File: config.mk
export PLATFORM = sky130hd
export DESIGN_NAME = multi_function_peripheral_irq_timers
export DESIGN_NICKNAME = d
export VERILOG_FILES = /design/src/rtl/mfp_pkg.sv /design/src/rtl/mfp_div.sv /design/src/rtl/mfp_dp.sv /design/src/rtl/mfp_ctrl.sv /design/src/rtl/multi_function_peripheral_irq_timers.sv
export VERILOG_INCLUDE_DIRS = /design/src /design/src/rtl
export SDC_FILE = /design/constraint.sdc
export NUM_CORES = 2
export LEC_CHECK = 0
export BUFFER_PORTS_ARGS = -buffer_cell sky130_fd_sc_hd__clkbuf_2
export CAP_MARGIN = 25
export CELL_PAD_IN_SITES_DETAIL_PLACEMENT = 1
export CELL_PAD_IN_SITES_GLOBAL_PLACEMENT = 1
export CORE_MARGIN = 4
export CORE_UTILIZATION = 40
export CTS_CLUSTER_DIAMETER = 30
export DETAILED_ROUTE_END_ITERATION = 6
export PLACE_DENSITY_LB_ADDON = 0.25
export SYNTH_ARGS = -nofsm -noshare
export SYNTH_HDL_FRONTEND = slang
export SYNTH_HIERARCHICAL = 1
export SYNTH_SLANG_ARGS = --single-unit
File: constraint.sdc
create_clock -name clk -period 8.45 [get_ports clk]
set_clock_uncertainty 0.2 [all_clocks]
set_input_delay 0.845 -clock clk [delete_from_list [all_inputs] [get_ports clk]]
set_output_delay 0.845 -clock clk [all_outputs]
set_load 0.02 [all_outputs]
File: src/rtl/multi_function_peripheral_irq_timers_defines.svh
// Assertion macros used by the peripheral's top level.
// Expects signals named clk and rst_n in the including scope.
`ifndef MULTI_FUNCTION_PERIPHERAL_IRQ_TIMERS_DEFINES_SVH
`define MULTI_FUNCTION_PERIPHERAL_IRQ_TIMERS_DEFINES_SVH

// Same-cycle implication, disabled while reset is asserted.
`define MFP_ASSERT_IMP(name, ante, cons, msg) \
  name: assert property (@(posedge clk) disable iff (!rst_n) (ante) |-> (cons)) \
    else $error(msg);

// Next-cycle implication, disabled while reset is asserted.
`define MFP_ASSERT_NXT(name, ante, cons, msg) \
  name: assert property (@(posedge clk) disable iff (!rst_n) (ante) |=> (cons)) \
    else $error(msg);

`endif

File: src/rtl/mfp_pkg.sv
// Package for the multi-function peripheral: codes, types and helper functions.
// Used by the divider, datapath, controller and top level; depends on nothing.
package mfp_pkg;

  // Request codes.
  localparam logic [2:0] REQ_READ    = 3'd0;
  localparam logic [2:0] REQ_WRITE   = 3'd1;
  localparam logic [2:0] REQ_ADVANCE = 3'd2;
  localparam logic [2:0] REQ_PINS    = 3'd3;
  localparam logic [2:0] REQ_EVENT   = 3'd4;
  localparam logic [2:0] REQ_ACK     = 3'd5;

  // Register addresses.
  localparam logic [4:0] ADR_GPDR  = 5'd0;
  localparam logic [4:0] ADR_AER   = 5'd1;
  localparam logic [4:0] ADR_DDR   = 5'd2;
  localparam logic [4:0] ADR_IERA  = 5'd3;
  localparam logic [4:0] ADR_IERB  = 5'd4;
  localparam logic [4:0] ADR_IPRA  = 5'd5;
  localparam logic [4:0] ADR_IPRB  = 5'd6;
  localparam logic [4:0] ADR_ISRA  = 5'd7;
  localparam logic [4:0] ADR_ISRB  = 5'd8;
  localparam logic [4:0] ADR_IMRA  = 5'd9;
  localparam logic [4:0] ADR_IMRB  = 5'd10;
  localparam logic [4:0] ADR_VR    = 5'd11;
  localparam logic [4:0] ADR_TACR  = 5'd12;
  localparam logic [4:0] ADR_TBCR  = 5'd13;
  localparam logic [4:0] ADR_TCDCR = 5'd14;
  localparam logic [4:0] ADR_TADR  = 5'd15;
  localparam logic [4:0] ADR_TBDR  = 5'd16;
  localparam logic [4:0] ADR_TCDR  = 5'd17;
  localparam logic [4:0] ADR_TDDR  = 5'd18;

  localparam int SOFT_EOI_BIT = 3;
  localparam int DIV_BITS     = 9;

  typedef enum logic [1:0] {
    MODE_STOPPED = 2'd0,
    MODE_EVENT   = 2'd1,
    MODE_DELAY   = 2'd2,
    MODE_PULSE   = 2'd3
  } mode_t;

  typedef enum logic [3:0] {
    CMD_NONE,
    CMD_LOAD,
    CMD_EXEC,
    CMD_PHASE_KEEP,
    CMD_PSC_START,
    CMD_PSC_DONE,
    CMD_CD_START,
    CMD_CD_FIN,
    CMD_TMR_NEXT
  } cmd_t;

  typedef enum logic [2:0] {
    ST_IDLE,
    ST_EXEC,
    ST_TMR_CHECK,
    ST_PSC_WAIT,
    ST_CD_START,
    ST_CD_WAIT,
    ST_TMR_STEP,
    ST_DONE
  } state_t;

  typedef struct packed {
    logic adv_go;
    logic evt_go;
    logic is_adv;
    logic tmr_active;
    logic div_ge;
    logic div_done;
    logic cd_need_div;
    logic tmr_last;
  } status_t;

  function automatic logic [7:0] prescale_lookup(input logic [2:0] sel);
    logic [7:0] p;
    unique case (sel)
      3'd0: p = 8'd1;
      3'd1: p = 8'd4;
      3'd2: p = 8'd10;
      3'd3: p = 8'd16;
      3'd4: p = 8'd50;
      3'd5: p = 8'd64;
      3'd6: p = 8'd100;
      default: p = 8'd200;
    endcase
    return p;
  endfunction

  // Request line: highest firing source, held off in software end-of-interrupt
  // mode by any in-service bit above it.
  function automatic logic line_eval(input logic [15:0] pending, input logic [15:0] mask,
                                     input logic [15:0] in_service, input logic soft_eoi);
    logic [15:0] firing;
    logic [15:0] fill;
    firing = pending & mask;
    fill = firing;
    fill = fill | (fill >> 1);
    fill = fill | (fill >> 2);
    fill = fill | (fill >> 4);
    fill = fill | (fill >> 8);
    if (firing == 16'h0) return 1'b0;
    if (!soft_eoi) return 1'b1;
    return ((in_service & ~fill) == 16'h0);
  endfunction

  function automatic logic [3:0] top_index(input logic [15:0] firing);
    logic [3:0] idx;
    idx = 4'd0;
    for (int i = 0; i < 16; i++) begin
      if (firing[i]) idx = 4'(i);
    end
    return idx;
  endfunction

  function automatic logic [15:0] port_bits(input logic [7:0] fall);
    return {fall[7:6], 6'b0, fall[5:4], 2'b0, fall[3:0]};
  endfunction

  function automatic logic [15:0] timer_irq_bit(input logic [1:0] t);
    logic [15:0] b;
    unique case (t)
      2'd0: b = 16'h2000;
      2'd1: b = 16'h0100;
      2'd2: b = 16'h0020;
      default: b = 16'h0010;
    endcase
    return b;
  endfunction

  function automatic mode_t ab_mode(input logic [7:0] v);
    mode_t m;
    if (v[3]) m = (v[2:0] != 3'd0) ? MODE_PULSE : MODE_EVENT;
    else      m = (v[2:0] != 3'd0) ? MODE_DELAY : MODE_STOPPED;
    return m;
  endfunction

  // Keeps the distance from the phase to the end of the prescale period.
  function automatic logic [9:0] phase_shift(input logic [9:0] phase, input logic [7:0] oldp,
                                             input logic [7:0] newp);
    return phase + {2'b0, newp} - {2'b0, oldp};
  endfunction

endpackage

File: src/rtl/mfp_div.sv
// Shared restoring divider of the peripheral: one quotient bit per cycle.
// Depends on mfp_pkg for the number of quotient steps.
module mfp_div import mfp_pkg::*; (
  input  logic       clk,
  input  logic       rst_n,
  input  logic       start,
  input  logic [8:0] dividend,
  input  logic [7:0] divisor,
  output logic       done,
  output logic [8:0] quotient,
  output logic [7:0] remainder
);

  logic       busy_r, busy_nxt;
  logic       done_r, done_nxt;
  logic [3:0] cnt_r, cnt_nxt;
  logic [8:0] quo_r, quo_nxt;
  logic [7:0] rem_r, rem_nxt;
  logic [7:0] dvs_r, dvs_nxt;
  logic [8:0] trial;
  logic [8:0] diff;
  logic       ge;

  assign trial = {rem_r, quo_r[8]};
  assign ge    = trial >= {1'b0, dvs_r};
  assign diff  = trial - {1'b0, dvs_r};

  always_comb begin
    busy_nxt = busy_r;
    done_nxt = 1'b0;
    cnt_nxt  = cnt_r;
    quo_nxt  = quo_r;
    rem_nxt  = rem_r;
    dvs_nxt  = dvs_r;
    if (start) begin
      busy_nxt = 1'b1;
      cnt_nxt  = 4'd0;
      quo_nxt  = dividend;
      rem_nxt  = 8'd0;
      dvs_nxt  = divisor;
    end else if (busy_r) begin
      quo_nxt = {quo_r[7:0], ge};
      rem_nxt = ge ? diff[7:0] : trial[7:0];
      cnt_nxt = cnt_r + 4'd1;
      if (cnt_r == 4'(DIV_BITS - 1)) begin
        busy_nxt = 1'b0;
        done_nxt = 1'b1;
      end
    end
  end

  always_ff @(posedge clk) begin
    if (!rst_n) begin
      busy_r <= 1'b0;
      done_r <= 1'b0;
    end else begin
      busy_r <= busy_nxt;
      done_r <= done_nxt;
    end
    cnt_r <= cnt_nxt;
    quo_r <= quo_nxt;
    rem_r <= rem_nxt;
    dvs_r <= dvs_nxt;
  end

  assign done      = done_r;
  assign quotient  = quo_r;
  assign remainder = rem_r;

endmodule

File: src/rtl/mfp_dp.sv
// Datapath of the peripheral: register file, interrupt logic, port edges, timers.
// Depends on mfp_pkg and instantiates the shared divider mfp_div.
module mfp_dp import mfp_pkg::*; (
  input  logic       clk,
  input  logic       rst_n,
  input  cmd_t       cmd,
  output status_t    st,
  input  logic [2:0] in_req_type,
  input  logic [4:0] in_address,
  input  logic [7:0] in_write_data,
  input  logic [8:0] in_half_cycles,
  input  logic [7:0] in_port_pins,
  input  logic [1:0] in_event_channel,
  input  logic       in_event_level,
  output logic [7:0] res_read_data,
  output logic       res_irq_line,
  output logic       res_ack_valid,
  output logic [7:0] res_ack_vector
);

  // Captured item.
  logic [2:0] req_r, req_nxt;
  logic [4:0] addr_r, addr_nxt;
  logic [7:0] wdata_r, wdata_nxt;
  logic [8:0] half_r, half_nxt;
  logic [7:0] pins_r, pins_nxt;
  logic [1:0] ch_r, ch_nxt;
  logic       lvl_r, lvl_nxt;

  // Architectural state.
  logic [15:0] ien_r, ien_nxt, ipend_r, ipend_nxt, isvc_r, isvc_nxt, imask_r, imask_nxt;
  logic [7:0]  vector_r, vector_nxt;
  logic [7:0]  port_out_r, port_out_nxt, port_edge_r, port_edge_nxt;
  logic [7:0]  port_dir_r, port_dir_nxt, port_in_r, port_in_nxt, port_prev_r, port_prev_nxt;
  logic [7:0]  tab_ctrl_r [2];
  logic [7:0]  tab_ctrl_nxt [2];
  logic [7:0]  tcd_ctrl_r, tcd_ctrl_nxt;
  logic [7:0]  tcount_r [4];
  logic [7:0]  tcount_nxt [4];
  logic [7:0]  treload_r [4];
  logic [7:0]  treload_nxt [4];
  mode_t       tmode_r [4];
  mode_t       tmode_nxt [4];
  logic [7:0]  tpsc_r [4];
  logic [7:0]  tpsc_nxt [4];
  logic [9:0]  tphase_r [4];
  logic [9:0]  tphase_nxt [4];
  logic        evt_lvl_r [4];
  logic        evt_lvl_nxt [4];
  logic        half_rem_r, half_rem_nxt;
  logic        irq_out_r, irq_out_nxt;

  // Work registers of the timer sequence and the result.
  logic [8:0] cycles_r, cycles_nxt;
  logic [1:0] tmr_r, tmr_nxt;
  logic [8:0] amount_r, amount_nxt;
  logic [7:0] rd_r, rd_nxt;
  logic       ackv_r, ackv_nxt;
  logic [7:0] ackvec_r, ackvec_nxt;

  // Combinational helpers.
  logic        soft_eoi;
  logic [9:0]  total;
  logic        evt_changed, evt_active;
  logic [2:0]  evt_bit;
  logic [7:0]  pe_in, pe_dir, pe_edge, pe_level, pe_fall;
  logic [15:0] pe_pend;
  logic [15:0] firing, ack_h, ack_pend, ack_svc;
  logic [3:0]  ack_idx;
  logic [1:0]  ab_t, dr_t;
  logic [7:0]  ab_psc, c_psc, d_psc;
  logic [15:0] hi_word, keep;
  logic [10:0] div_s;
  logic        div_ge;
  logic [8:0]  cprime, a1;
  logic        cd_hit;
  logic [7:0]  reload_eff;
  logic [15:0] pend_raise;
  logic        div_start, div_done;
  logic [8:0]  div_dividend, div_quo;
  logic [7:0]  div_divisor, div_rem;

  assign soft_eoi    = vector_r[SOFT_EOI_BIT];
  assign total       = {1'b0, half_r} + {9'd0, half_rem_r};
  assign evt_bit     = 3'd4 - {1'b0, ch_r};
  assign evt_changed = evt_lvl_r[ch_r] != lvl_r;
  assign evt_active  = port_edge_r[evt_bit];

  assign pe_in    = (req_r == REQ_PINS) ? pins_r : port_in_r;
  assign pe_dir   = (req_r == REQ_WRITE && addr_r == ADR_DDR) ? wdata_r : port_dir_r;
  assign pe_edge  = (req_r == REQ_WRITE && addr_r == ADR_AER) ? wdata_r : port_edge_r;
  assign pe_level = (pe_in & ~pe_dir) ^ pe_edge;
  assign pe_fall  = port_prev_r & ~pe_level;
  assign pe_pend  = ipend_r | (port_bits(pe_fall) & ien_r);

  assign firing   = ipend_r & imask_r;
  assign ack_idx  = top_index(firing);
  assign ack_h    = 16'd1 << ack_idx;
  assign ack_pend = ipend_r & ~ack_h;
  assign ack_svc  = soft_eoi ? (isvc_r | ack_h) : isvc_r;

  assign ab_t    = {1'b0, addr_r[0]};
  assign dr_t    = 2'(addr_r - ADR_TADR);
  assign ab_psc  = prescale_lookup(wdata_r[2:0]);
  assign d_psc   = prescale_lookup(wdata_r[2:0]);
  assign c_psc   = prescale_lookup(wdata_r[6:4]);
  // Odd addresses hold the high byte of a 16-bit register.
  assign hi_word = addr_r[0] ? {wdata_r, 8'h00} : {8'h00, wdata_r};
  assign keep    = addr_r[0] ? 16'h00ff : 16'hff00;

  assign div_s      = {tphase_r[tmr_r][9], tphase_r[tmr_r]} + {2'b0, cycles_r};
  assign div_ge     = !div_s[10] && (div_s[9:0] >= {2'b0, tpsc_r[tmr_r]});
  // A count of zero is 256 steps away from its next zero crossing.
  assign cprime     = (tcount_r[tmr_r] == 8'd0) ? 9'd256 : {1'b0, tcount_r[tmr_r]};
  assign cd_hit     = cprime <= amount_r;
  assign a1         = amount_r - cprime;
  assign reload_eff = (tmode_r[tmr_r] == MODE_PULSE) ? 8'd0 : treload_r[tmr_r];
  assign pend_raise = ipend_r | (timer_irq_bit(tmr_r) & ien_r);

  assign div_start    = (cmd == CMD_PSC_START) ||
                        (cmd == CMD_CD_START && cd_hit && reload_eff != 8'd0);
  assign div_dividend = (cmd == CMD_PSC_START) ? div_s[8:0] : a1;
  assign div_divisor  = (cmd == CMD_PSC_START) ? tpsc_r[tmr_r] : reload_eff;

  mfp_div u_div (
    .clk       (clk),
    .rst_n     (rst_n),
    .start     (div_start),
    .dividend  (div_dividend),
    .divisor   (div_divisor),
    .done      (div_done),
    .quotient  (div_quo),
    .remainder (div_rem)
  );

  always_comb begin
    st.adv_go      = (req_r == REQ_ADVANCE) && (total[9:1] != 9'd0);
    st.evt_go      = (req_r == REQ_EVENT) && evt_changed &&
                     (tmode_r[ch_r] == MODE_EVENT) && (lvl_r == evt_active);
    st.is_adv      = req_r == REQ_ADVANCE;
    st.tmr_active  = tmode_r[tmr_r][1];
    st.div_ge      = div_ge;
    st.div_done    = div_done;
    st.cd_need_div = cd_hit && (reload_eff != 8'd0);
    st.tmr_last    = tmr_r == 2'd3;
  end

  always_comb begin
    req_nxt = req_r; addr_nxt = addr_r; wdata_nxt = wdata_r; half_nxt = half_r;
    pins_nxt = pins_r; ch_nxt = ch_r; lvl_nxt = lvl_r;
    ien_nxt = ien_r; ipend_nxt = ipend_r; isvc_nxt = isvc_r; imask_nxt = imask_r;
    vector_nxt = vector_r; port_out_nxt = port_out_r; port_edge_nxt = port_edge_r;
    port_dir_nxt = port_dir_r; port_in_nxt = port_in_r; port_prev_nxt = port_prev_r;
    tab_ctrl_nxt = tab_ctrl_r; tcd_ctrl_nxt = tcd_ctrl_r;
    tcount_nxt = tcount_r; treload_nxt = treload_r; tmode_nxt = tmode_r;
    tpsc_nxt = tpsc_r; tphase_nxt = tphase_r; evt_lvl_nxt = evt_lvl_r;
    half_rem_nxt = half_rem_r; irq_out_nxt = irq_out_r;
    cycles_nxt = cycles_r; tmr_nxt = tmr_r; amount_nxt = amount_r;
    rd_nxt = rd_r; ackv_nxt = ackv_r; ackvec_nxt = ackvec_r;

    unique case (cmd)
      CMD_LOAD: begin
        req_nxt = in_req_type; addr_nxt = in_address; wdata_nxt = in_write_data;
        half_nxt = in_half_cycles; pins_nxt = in_port_pins;
        ch_nxt = in_event_channel; lvl_nxt = in_event_level;
      end
      CMD_EXEC: begin
        rd_nxt = 8'd0;
        ackv_nxt = 1'b0;
        ackvec_nxt = 8'd0;
        unique case (req_r)
          REQ_READ: begin
            unique case (addr_r)
              ADR_GPDR:  rd_nxt = (port_in_r & ~port_dir_r) | (port_out_r & port_dir_r);
              ADR_AER:   rd_nxt = port_edge_r;
              ADR_DDR:   rd_nxt = port_dir_r;
              ADR_IERA:  rd_nxt = ien_r[15:8];
              ADR_IERB:  rd_nxt = ien_r[7:0];
              ADR_IPRA:  rd_nxt = ipend_r[15:8];
              ADR_IPRB:  rd_nxt = ipend_r[7:0];
              ADR_ISRA:  rd_nxt = isvc_r[15:8];
              ADR_ISRB:  rd_nxt = isvc_r[7:0];
              ADR_IMRA:  rd_nxt = imask_r[15:8];
              ADR_IMRB:  rd_nxt = imask_r[7:0];
              ADR_VR:    rd_nxt = vector_r;
              ADR_TACR:  rd_nxt = tab_ctrl_r[0];
              ADR_TBCR:  rd_nxt = tab_ctrl_r[1];
              ADR_TCDCR: rd_nxt = tcd_ctrl_r;
              ADR_TADR:  rd_nxt = tcount_r[0];
              ADR_TBDR:  rd_nxt = tcount_r[1];
              ADR_TCDR:  rd_nxt = tcount_r[2];
              ADR_TDDR:  rd_nxt = tcount_r[3];
              default:   rd_nxt = 8'd0;
            endcase
          end
          REQ_WRITE: begin
            unique case (addr_r)
              ADR_GPDR: port_out_nxt = wdata_r;
              ADR_AER, ADR_DDR: begin
                port_edge_nxt = pe_edge;
                port_dir_nxt  = pe_dir;
                port_prev_nxt = pe_level;
                if (pe_fall != 8'd0) begin
                  ipend_nxt   = pe_pend;
                  irq_out_nxt = line_eval(pe_pend, imask_r, isvc_r, soft_eoi);
                end
              end
              ADR_IERA, ADR_IERB: begin
                ien_nxt     = (ien_r & keep) | hi_word;
                ipend_nxt   = ipend_r & ien_nxt;
                irq_out_nxt = line_eval(ipend_nxt, imask_r, isvc_r, soft_eoi);
              end
              ADR_IPRA, ADR_IPRB: begin
                ipend_nxt   = ipend_r & (keep | hi_word);
                irq_out_nxt = line_eval(ipend_nxt, imask_r, isvc_r, soft_eoi);
              end
              ADR_ISRA, ADR_ISRB: begin
                isvc_nxt    = isvc_r & (keep | hi_word);
                irq_out_nxt = line_eval(ipend_r, imask_r, isvc_nxt, soft_eoi);
              end
              ADR_IMRA, ADR_IMRB: begin
                imask_nxt   = (imask_r & keep) | hi_word;
                irq_out_nxt = line_eval(ipend_r, imask_nxt, isvc_r, soft_eoi);
              end
              ADR_VR: begin
                vector_nxt = wdata_r;
                // Switching to automatic end-of-interrupt drops all in-service bits.
                if (!wdata_r[SOFT_EOI_BIT]) begin
                  isvc_nxt    = 16'h0;
                  irq_out_nxt = line_eval(ipend_r, imask_r, 16'h0, 1'b0);
                end
              end
              ADR_TACR, ADR_TBCR: begin
                tab_ctrl_nxt[addr_r[0]] = wdata_r;
                tmode_nxt[ab_t] = ab_mode(wdata_r);
                if (wdata_r[4]) begin
                  tphase_nxt[ab_t] = 10'd0;
                  tcount_nxt[ab_t] = treload_r[ab_t];
                end else begin
                  tphase_nxt[ab_t] = phase_shift(tphase_r[ab_t], tpsc_r[ab_t], ab_psc);
                end
                tpsc_nxt[ab_t] = ab_psc;
              end
              ADR_TCDCR: begin
                tcd_ctrl_nxt = wdata_r;
                tmode_nxt[3] = (wdata_r[2:0] != 3'd0) ? MODE_DELAY : MODE_STOPPED;
                tphase_nxt[3] = phase_shift(tphase_r[3], tpsc_r[3], d_psc);
                tpsc_nxt[3] = d_psc;
                tmode_nxt[2] = (wdata_r[6:4] != 3'd0) ? MODE_DELAY : MODE_STOPPED;
                tphase_nxt[2] = phase_shift(tphase_r[2], tpsc_r[2], c_psc);
                tpsc_nxt[2] = c_psc;
              end
              ADR_TADR, ADR_TBDR, ADR_TCDR, ADR_TDDR: begin
                if (tmode_r[dr_t] == MODE_STOPPED) tcount_nxt[dr_t] = wdata_r;
                treload_nxt[dr_t] = wdata_r;
              end
              default: ;
            endcase
          end
          REQ_ADVANCE: begin
            half_rem_nxt = total[0];
            cycles_nxt   = total[9:1];
            tmr_nxt      = 2'd0;
          end
          REQ_PINS: begin
            port_in_nxt   = pins_r;
            port_prev_nxt = pe_level;
            if (pe_fall != 8'd0) begin
              ipend_nxt   = pe_pend;
              irq_out_nxt = line_eval(pe_pend, imask_r, isvc_r, soft_eoi);
            end
          end
          REQ_EVENT: begin
            if (evt_changed) evt_lvl_nxt[ch_r] = lvl_r;
            tmr_nxt    = ch_r;
            amount_nxt = 9'd1;
          end
          REQ_ACK: begin
            if (firing != 16'h0) begin
              ipend_nxt   = ack_pend;
              isvc_nxt    = ack_svc;
              irq_out_nxt = line_eval(ack_pend, imask_r, ack_svc, soft_eoi);
              ackv_nxt    = 1'b1;
              ackvec_nxt  = {vector_r[7:4], ack_idx};
            end
          end
          default: ;
        endcase
      end
      CMD_PHASE_KEEP: tphase_nxt[tmr_r] = div_s[9:0];
      CMD_PSC_DONE: begin
        tphase_nxt[tmr_r] = {2'b0, div_rem};
        amount_nxt = div_quo;
      end
      CMD_CD_START: begin
        if (!cd_hit) begin
          tcount_nxt[tmr_r] = 8'(cprime - amount_r);
        end else begin
          ipend_nxt   = pend_raise;
          irq_out_nxt = line_eval(pend_raise, imask_r, isvc_r, soft_eoi);
          // Reload of zero: the count runs through all 256 values per period.
          if (reload_eff == 8'd0) tcount_nxt[tmr_r] = 8'd0 - a1[7:0];
        end
      end
      CMD_CD_FIN: begin
        tcount_nxt[tmr_r] = (div_rem == 8'd0) ? reload_eff : reload_eff - div_rem;
      end
      CMD_TMR_NEXT: tmr_nxt = tmr_r + 2'd1;
      default: ;
    endcase
  end

  always_ff @(posedge clk) begin
    if (!rst_n) begin
      ien_r <= 16'h0; ipend_r <= 16'h0; isvc_r <= 16'h0; imask_r <= 16'h0;
      vector_r <= 8'h0; port_out_r <= 8'h0; port_edge_r <= 8'h0;
      port_dir_r <= 8'h0; port_in_r <= 8'h0; port_prev_r <= 8'h0;
      tcd_ctrl_r <= 8'h0;
      half_rem_r <= 1'b0;
      irq_out_r <= 1'b0;
      for (int i = 0; i < 2; i++) tab_ctrl_r[i] <= 8'h0;
      for (int i = 0; i < 4; i++) begin
        tcount_r[i]  <= 8'h0;
        treload_r[i] <= 8'h0;
        tmode_r[i]   <= MODE_STOPPED;
        tpsc_r[i]    <= 8'd1;
        tphase_r[i]  <= 10'd0;
        evt_lvl_r[i] <= 1'b0;
      end
    end else begin
      ien_r <= ien_nxt; ipend_r <= ipend_nxt; isvc_r <= isvc_nxt; imask_r <= imask_nxt;
      vector_r <= vector_nxt; port_out_r <= port_out_nxt; port_edge_r <= port_edge_nxt;
      port_dir_r <= port_dir_nxt; port_in_r <= port_in_nxt; port_prev_r <= port_prev_nxt;
      tcd_ctrl_r <= tcd_ctrl_nxt;
      half_rem_r <= half_rem_nxt;
      irq_out_r <= irq_out_nxt;
      tab_ctrl_r <= tab_ctrl_nxt;
      tcount_r <= tcount_nxt;
      treload_r <= treload_nxt;
      tmode_r <= tmode_nxt;
      tpsc_r <= tpsc_nxt;
      tphase_r <= tphase_nxt;
      evt_lvl_r <= evt_lvl_nxt;
    end
    req_r <= req_nxt; addr_r <= addr_nxt; wdata_r <= wdata_nxt; half_r <= half_nxt;
    pins_r <= pins_nxt; ch_r <= ch_nxt; lvl_r <= lvl_nxt;
    cycles_r <= cycles_nxt; tmr_r <= tmr_nxt; amount_r <= amount_nxt;
    rd_r <= rd_nxt; ackv_r <= ackv_nxt; ackvec_r <= ackvec_nxt;
  end

  assign res_read_data  = rd_r;
  assign res_irq_line   = irq_out_r;
  assign res_ack_valid  = ackv_r;
  assign res_ack_vector = ackvec_r;

endmodule

File: src/rtl/mfp_ctrl.sv
// Controller of the peripheral: sequences one item through the datapath.
// Depends on mfp_pkg for the state, command and status types.
module mfp_ctrl import mfp_pkg::*; (
  input  logic    clk,
  input  logic    rst_n,
  input  logic    in_valid,
  output logic    in_stall,
  input  logic    out_free,
  output logic    load_out,
  input  status_t st,
  output cmd_t    cmd
);

  state_t state_r, state_nxt;

  always_ff @(posedge clk) begin
    if (!rst_n) state_r <= ST_IDLE;
    else        state_r <= state_nxt;
  end

  always_comb begin
    state_nxt = state_r;
    cmd       = CMD_NONE;
    in_stall  = 1'b1;
    load_out  = 1'b0;
    unique case (state_r)
      ST_IDLE: begin
        in_stall = 1'b0;
        if (in_valid) begin
          cmd = CMD_LOAD;
          state_nxt = ST_EXEC;
        end
      end
      ST_EXEC: begin
        cmd = CMD_EXEC;
        if (st.adv_go)      state_nxt = ST_TMR_CHECK;
        else if (st.evt_go) state_nxt = ST_CD_START;
        else                state_nxt = ST_DONE;
      end
      ST_TMR_CHECK: begin
        if (!st.tmr_active) begin
          state_nxt = ST_TMR_STEP;
        end else if (!st.div_ge) begin
          cmd = CMD_PHASE_KEEP;
          state_nxt = ST_TMR_STEP;
        end else begin
          cmd = CMD_PSC_START;
          state_nxt = ST_PSC_WAIT;
        end
      end
      ST_PSC_WAIT: begin
        if (st.div_done) begin
          cmd = CMD_PSC_DONE;
          state_nxt = ST_CD_START;
        end
      end
      ST_CD_START: begin
        cmd = CMD_CD_START;
        if (st.cd_need_div) state_nxt = ST_CD_WAIT;
        else if (st.is_adv) state_nxt = ST_TMR_STEP;
        else                state_nxt = ST_DONE;
      end
      ST_CD_WAIT: begin
        if (st.div_done) begin
          cmd = CMD_CD_FIN;
          state_nxt = st.is_adv ? ST_TMR_STEP : ST_DONE;
        end
      end
      ST_TMR_STEP: begin
        if (st.tmr_last) begin
          state_nxt = ST_DONE;
        end else begin
          cmd = CMD_TMR_NEXT;
          state_nxt = ST_TMR_CHECK;
        end
      end
      ST_DONE: begin
        if (out_free) begin
          load_out = 1'b1;
          state_nxt = ST_IDLE;
        end
      end
      default: state_nxt = ST_IDLE;
    endcase
  end

endmodule

File: src/rtl/multi_function_peripheral_irq_timers.sv
// Top level of the multi-function peripheral: controller, datapath, result register.
// Depends on mfp_pkg, mfp_ctrl, mfp_dp and the assertion macro header.
//
// The block takes one request per transfer on the input channel (in_valid,
// in_stall) and returns exactly one result per request on the output channel
// (out_valid, out_stall). A request is a bus read or write of the 32-address
// register file, a time advance, a port pin change, a timer event input change
// or an interrupt acknowledge. Configuration is done with bus writes.
// Reads, writes, pin changes, acknowledges and event changes that do not count
// pass through the execute state to the done state, where the result is loaded
// and out_valid rises; the next request is accepted in the cycle after the result
// is loaded, not before. An event that counts down a timer and a time advance
// use the shared nine-step divider; a counting event that wraps past zero
// needs at most one division and a time advance up to two per running timer,
// since each running timer may need one prescale division and one division
// by its reload value. The block works on one request at a time.
// The result register lets the block accept a new request while the previous
// result still waits; a finished request whose result cannot be loaded because
// the receiver stalls holds in its last state until the register is free.
// Synchronous reset clears the peripheral state and timers; prescalers reset to one.
`include "multi_function_peripheral_irq_timers_defines.svh"

module multi_function_peripheral_irq_timers import mfp_pkg::*; (
  input  logic       clk,
  input  logic       rst_n,
  input  logic       in_valid,
  output logic       in_stall,
  input  logic [2:0] in_req_type,
  input  logic [4:0] in_address,
  input  logic [7:0] in_write_data,
  input  logic [8:0] in_half_cycles,
  input  logic [7:0] in_port_pins,
  input  logic [1:0] in_event_channel,
  input  logic       in_event_level,
  output logic       out_valid,
  input  logic       out_stall,
  output logic [7:0] out_read_data,
  output logic       out_irq_line,
  output logic       out_ack_valid,
  output logic [7:0] out_ack_vector
);

  status_t    st;
  cmd_t       cmd;
  logic       load_out;
  logic       out_free;
  logic [7:0] res_read_data, res_ack_vector;
  logic       res_irq_line, res_ack_valid;

  logic       out_valid_r, out_valid_nxt;
  logic [7:0] out_read_data_r, out_ack_vector_r;
  logic       out_irq_line_r, out_ack_valid_r;

  // The result register is free when empty or when its result leaves this cycle.
  assign out_free = !out_valid_r || !out_stall;

  mfp_ctrl u_ctrl (
    .clk      (clk),
    .rst_n    (rst_n),
    .in_valid (in_valid),
    .in_stall (in_stall),
    .out_free (out_free),
    .load_out (load_out),
    .st       (st),
    .cmd      (cmd)
  );

  mfp_dp u_dp (
    .clk              (clk),
    .rst_n            (rst_n),
    .cmd              (cmd),
    .st               (st),
    .in_req_type      (in_req_type),
    .in_address       (in_address),
    .in_write_data    (in_write_data),
    .in_half_cycles   (in_half_cycles),
    .in_port_pins     (in_port_pins),
    .in_event_channel (in_event_channel),
    .in_event_level   (in_event_level),
    .res_read_data    (res_read_data),
    .res_irq_line     (res_irq_line),
    .res_ack_valid    (res_ack_valid),
    .res_ack_vector   (res_ack_vector)
  );

  always_comb begin
    out_valid_nxt = out_valid_r;
    if (load_out)        out_valid_nxt = 1'b1;
    else if (!out_stall) out_valid_nxt = 1'b0;
  end

  always_ff @(posedge clk) begin
    if (!rst_n) out_valid_r <= 1'b0;
    else        out_valid_r <= out_valid_nxt;
    if (load_out) begin
      out_read_data_r  <= res_read_data;
      out_irq_line_r   <= res_irq_line;
      out_ack_valid_r  <= res_ack_valid;
      out_ack_vector_r <= res_ack_vector;
    end
  end

  assign out_valid      = out_valid_r;
  assign out_read_data  = out_read_data_r;
  assign out_irq_line   = out_irq_line_r;
  assign out_ack_valid  = out_ack_valid_r;
  assign out_ack_vector = out_ack_vector_r;

  // A result is never loaded over one that the receiver has not yet taken.
  `MFP_ASSERT_IMP(a_no_overwrite, load_out, !out_valid_r || !out_stall,
    "result loaded over a stalled result")
  // A loaded result is presented in the next cycle.
  `MFP_ASSERT_NXT(a_load_shows, load_out, out_valid,
    "loaded result not presented")
  // After a transfer in, the block is busy until that request's result is loaded.
  `MFP_ASSERT_NXT(a_busy_after_accept, in_valid && !in_stall, in_stall,
    "second request accepted while one is in progress")

endmodule
# --- Word-level counts from Yosys, hierarchy flattened ---
# Index checks and enable logic that the tools add are counted.
word_totals:
  regBits: 412
  input_bits: 40
  output_inout_bits: 20
  elab_cells: 620
op_classes:
  n_addsub: 17
  magnitude_cmp: 14
  eq_ne: 84
  shifts: 1
  n_mux: 269
  bitwise: 82
  reduce_logical: 89
ops:
  columns: ["cell", "count"]
  rows:
  - ["$and 16x16->16", 21]
  - ["$bwmux 32", 7]
  - ["$logic_not 16->1", 14]
  - ["$mux 8", 22]
  - ["$mux 32", 5]
  - ["$pmux 8 s19", 1]
  - ["$mux 16", 8]
  - ["$not 16->16", 8]
  - ["$pmux 16 s2", 4]
  - ["$bwmux 40", 3]
  - ["$mux 1", 120]
  - ["$pmux 40 s3", 1]
  - ["$or 16x12->16", 7]
  - ["$or 16x14->16", 7]
  - ["$or 16x15->16", 7]
  - ["$or 16x8->16", 7]
  - ["$pmux 8 s7", 2]
  - ["$or 16x16->16", 6]
  - ["$pmux 16 s3", 2]
  - ["$pmux 32 s3", 1]
  - ["$bmux 8 s2", 5]
  - ["$mux 40", 2]
  - ["$pmux 32 s2", 1]
  - ["$mux 10", 6]
  - ["104 further kinds", 289]

# --- Depth between registers and ports, before layout ---
logic_depth:
  word_depth: 34
  mapped_depth: 33
  depth_no_buf: 27

# --- Hierarchy ---
# The synthesis kept the hierarchy.
by_module_without_submodules:
  columns: ["module", "instances", "cells_each", "area_each_um2"]
  rows:
  - ["mfp_dp", 1, 3076, 24792.5]
  - ["mfp_div", 1, 161, 1674.1]
  - ["multi_function_peripheral_irq_timers", 1, 22, 575.6]
  - ["mfp_ctrl", 1, 61, 426.7]

# --- Worst setup path before layout ---
# No wires, ideal clock.
synth_path:
  path_type: "register to register"
  startpoint: "reg u_dp.tmr_r[0]"
  endpoint: "reg u_dp.addr_r[0], enable pin"
  setup_ns: 0.474
  t_arrival_ns: 8.039
  setup_slack_ns: -0.263
  path_stages_with_launch: 23
  n_path_buf: 5
  period_less_slack_ns: 8.713
  cell_sequence: "edfxtp_1 buf_2 buf_2 buf_2 clkbuf_1 mux4_2 ha_1 xor2_1 ha_1 a21o_1 a21o_1 a21o_1 a21o_1 a21o_1 a211oi_1 and3_1 a211oi_1 buf_4 nor2b_1 mux2i_1 o31ai_1 nand2b_1 nor3_1"
synth_between:
  elab_chain_len: 11
  elab_cells_between_ends: 20
  cone_classes: "add/sub (1); order compare (1); eq/ne (2); mux (13); bitwise (1); reduce/logical (2)"
synth_lines:
  columns: ["item", "line", "text"]
  rows:
  - ["start, declared", "mfp_dp.sv:55", "logic [1:0] tmr_r, tmr_nxt;"]
  - ["start signal, assigned", "mfp_dp.sv:347", "cycles_r <= cycles_nxt; tmr_r <= tmr_nxt; amount_r <= amount_nxt;"]
  - ["$not 2->3 (not written as such) *", "mfp_dp.sv:111, mfp_dp.sv:112", null]
  - ["$bmux 10 s2", "mfp_dp.sv:111", "assign div_s = {tphase_r[tmr_r][9], tphase_r[tmr_r]} + {2'b0, cycles_r};"]
  - ["$mux 10 (not written as such) (2 in series)", "mfp_dp.sv:111", null]
  - ["$add 10x10->11", "mfp_dp.sv:111", null]
  - ["$ge 10x8->1 / $logic_not 1->1 (equally long branches)", "mfp_dp.sv:112", "assign div_ge = !div_s[10] && (div_s[9:0] >= {2'b0, tpsc_r[tmr_r]});"]
  - ["$logic_and 1x1->1 *", "mfp_dp.sv:112", null]
  - ["via u_dp.div_ge", "mfp_dp.sv:74", "logic div_ge;"]
  - ["$mux 3 *", "mfp_ctrl.sv:43", "end else if (!st.div_ge) begin"]
  - ["$mux 4 *", "mfp_ctrl.sv:41", "if (!st.tmr_active) begin"]
  - ["$pmux 4 s7 *", "mfp_ctrl.sv:26", "unique case (state_r)"]
  - ["via cmd[0]", "multi_function_peripheral_irq_timers.sv:44", "cmd_t cmd;"]
  - ["$eq 4x1->1 *", "mfp_dp.sv:161", "unique case (cmd)"]
  - ["end signal, assigned", "mfp_dp.sv:345", "req_r <= req_nxt; addr_r <= addr_nxt; wdata_r <= wdata_nxt; half_r <= half_nxt;"]
  - ["end, declared", "mfp_dp.sv:23", "logic [4:0] addr_r, addr_nxt;"]
# Mark *: on every way through the listed nets, which the timed path passes. The rest lies on a longest branch. The select of a mux whose other input is x is not followed.
# A chain may end at the register's enable or synchronous reset.

==> flow_summary.yaml <==
drt:
  vias: 28600
  drc: 6
  wl_per_cell_um: 30.2
  dr.pass1.iters: 7
  drtIter0Drc: 2885
  postRouteAntennaNets: 0
  wirelength_um: 129000
  avgViaCountPerCell: 6.67
global_routing:
  grt_pass1_wl_um: 191000
  first_global_vias: 29500
  grt_max_degree: 130
  grt_antenna_before_repair: 0
  grt_overflow: 0
  gr-usage-all-layers_pct: 34.2
synthesis:
  syn_area_um2: 27500
  ys_seq_elements: 408
  synth_warnings: 6
  synth-main-ff-cell: "dfxtp_1"
  ys_types: 95
  synth-edff-count: 108
  synth_nets: 3490
  avgSynthCellArea_um2: 8.27
  seq_area_frac_synth_pct: 33.7
  netlist_instances: 3320
  synth-async-reset-ratio_pct: 0
clock_tree:
  holdBufCountCts: 0
  clk_path_buf_depth: 3
  ctsResizeCount: 0
  cts-buffers-inserted: 104
  clock-sinks: 408
  postCtsSetupBuffers: 0
  cts_tree: "yes"
  clk_latency_ps: 680
  cts-htree-levels: 3
  root_buffer: "clkbuf_16"
  clkTransAtPathRegs_ps: 50
finish:
  layout.nets: 3497
  fillers: 7780
  regArea_um2: 9250
  area_delta_synth_final_pct: 18.0
  fin_area_um2: 32400
  drive_gt1_share_pct: 13.5
  diodes: 0
  multi_input_area_um2: 16700
sta:
  fin_crit_ps: 7720
  tns_ps: 0
  finalSetupViolCount: 0
  rsz0062_at_grt: "false"
  hold_viol: 0
  period_share_pct: 91.4
  holdWs_ps: 146
  tightestPinTransition_ps: 1090
  fmax_mhz: 129
  slew_violations: 0
  slew_headroom_pct: 27.4
critical_path:
  critical_path_class: "register to register"
  startpoint: "u_dp/tmr_r[0]"
  cp-end-kind: "register"
  rrSetupSlack_ps: 730
  critPathMaxFanout: 16
  crit_required_ps: 8790
  timing.rr.start: "u_dp/tmr_r[0]"
  critPathArrivalTime_ps: 8060
  reg2reg_depth: 23
  worstReg2RegEnd: "u_dp/tmode_r[7]"
  crit_end: "u_dp/tmode_r[7]"
  cp-start-kind: "register"
floorplan:
  fp-row-count: 95
  core-area_um2: 67600
  pin_count: 60
  die_w_um: 270
  die_h_um: 270
  fp.dieArea_um2: 72900
  initial_utilization_pct: 40.6
power:
  design_power_total_uw: 10900
  power_leakage_uw: 0.0122
  pwr_density_cell_nw_per_um2: 337
  vdd_drop_max_v: 0.000226
placed_design:
  placed_area_um2: 28600
  place.gp.congestion: 1.04
  io_buffers: 59
  dp_hpwl_um: 93000
outcome:
  outcome: "finished, violations left"
  violations: "design-rule violations"
min_path:
  hold_class: "primary input to register"
job:
  maxCapViolations: 0
## cell type report
cell class / count / share of cell area (%)
repair buffers: 139 / 2.90
clock inverters: 70 / 3.11
inverters: 162 / 1.89
well taps: 873 / 3.37
clock buffers: 126 / 8.56
multi-input cells: 2512 / 51.6
flip-flops and latches: 408 / 28.5
## through the flow
| step | instances | utilization, % | setup slack (ps) |
|---|---|---|---|
| CTS | 4287 | 47.9 | 852 |
| global route | 4290 | 47.9 | 219 |
| detailed placement | 4091 | 42.3 | 934 |
| finish | 4290 | 47.9 | 727 |
| floorplan | 3320 | - | 761 |
| global placement | 4088 | 42.2 | 1210 |
## report_power, final
| group | internal (uW) | switching, uW |
|---|---|---|
| Sequential | 2310 | 392 |
| Clock | 2900 | 1350 |
| Combinational | 1330 | 2650 |
## synthesized netlist by cell type, types with 30 or more instances
cell type  number  area [um2]
nand2_1       383        1440
dfxtp_1       300        6010
a21oi_1       299        1500
nor2_1        294        1100
clkbuf_1      185         694
inv_1         160         601
o21ai_0       152         761
nand3_1       137         686
edfxtp_1      108        3240
ha_1          101        1260
a22oi_1        80         601
mux2i_1        78         781
nor3_1         77         385
a21o_1         48         360
nand2b_1       46         288
a22o_1         44         385
xnor2_1        42         368
mux2_2         39         439
mux4_2         38         856
a31oi_1        35         219
and2_1         35         219
a221oi_1       30         263
## worst min path at each step
stage / cells past startpoint / to / startpoint / slack, ps
CTS: 1 / u_dp/lvl_r / in_event_level / 120
finish: 1 / u_dp/ch_r[0] / in_event_channel[0] / 150
detailed placement: 0 / out_ack_vector[5] / u_dp/res_ack_vector[5] / 210
global placement: 0 / out_read_data[0] / u_dp/res_read_data[0] / 210
global route: 1 / u_dp/ch_r[0] / in_event_channel[0] / 130
floorplan: 0 / out_ack_valid / u_dp/res_ack_valid / 200
## layer usage
layer	share of wire (%)	global-route usage [%]
met1	38	42.0
met5	0	0
met2	45	54.0
met4	8.2	23.3
met3	8.6	7.12
## registers in the layout (all words and copies together) (netlist names), 9 cells and up
| signal | count |
|---|---|
| u_dp/amount_r | 9 |
| u_dp/cycles_r | 9 |
| u_dp/half_r | 9 |
| u_dp/ien_r | 16 |
| u_dp/imask_r | 16 |
| u_dp/ipend_r | 16 |
| u_dp/isvc_r | 16 |
| u_dp/tab_ctrl_r | 16 |
| u_dp/tcount_r | 32 |
| u_dp/tphase_r | 40 |
| u_dp/tpsc_r | 32 |
| u_dp/treload_r | 32 |
| u_dp/u_div/quotient | 9 |
## logic make-up (layout without fill, tap and decap cells)
logic type / count (synthesis) / after routing / synth area share [%]
xor+xnor: 68 / 68 / 2.17
buf+inv: 400 / 497 / 5.69
simple gates: 1171 / 1171 / 20.2
mux: 155 / 155 / 7.56
fa+ha+maj: 130 / 130 / 6.71
compound gates: 988 / 988 / 24.0
flops: 408 / 408 / 33.7
## placed cells by master, fill, tap and decap left out, types with 28 or more instances in the layout
master       n
o21ai_0    152
a21oi_1    299
ha_1       101
mux4_2      38
clkbuf_16  104
nand2b_1    46
fa_1        29
inv_1      160
xnor2_1     42
a22o_1      44
and3_1      29
edfxtp_1   108
a22oi_1     80
buf_4       74
clkbuf_2    59
nor2_1     291
nor3_1      73
a31oi_1     35
mux2i_1     78
nor2b_1     28
nand2_1    383
a221oi_1    30
and2_1      35
dfxtp_1    300
nand3_1    137
a211oi_1    28
a21o_1      48
nand4_1     28
mux2_2      39
## worst max-delay path, cell delays in order (launching register included)
cell and delay, ps:
edfxtp_1 380, buf_4 330, mux4_2 600, fa_1 420, a21o_1 200, a21oi_1 260, o21bai_1 90, a21oi_1 260
xnor2_1 220, ha_1 290, a21o_1 180, a211oi_1 320, and3_1 220, a211oi_1 80, nor2b_1 190, nand3_1 90
o21ai_1 290, nand3_1 400, inv_1 520, nand2_1 430, nor2_1 450, nand2_1 550, o21ai_0 510, nor2_1 100
(Power assumes the default switching activity.)
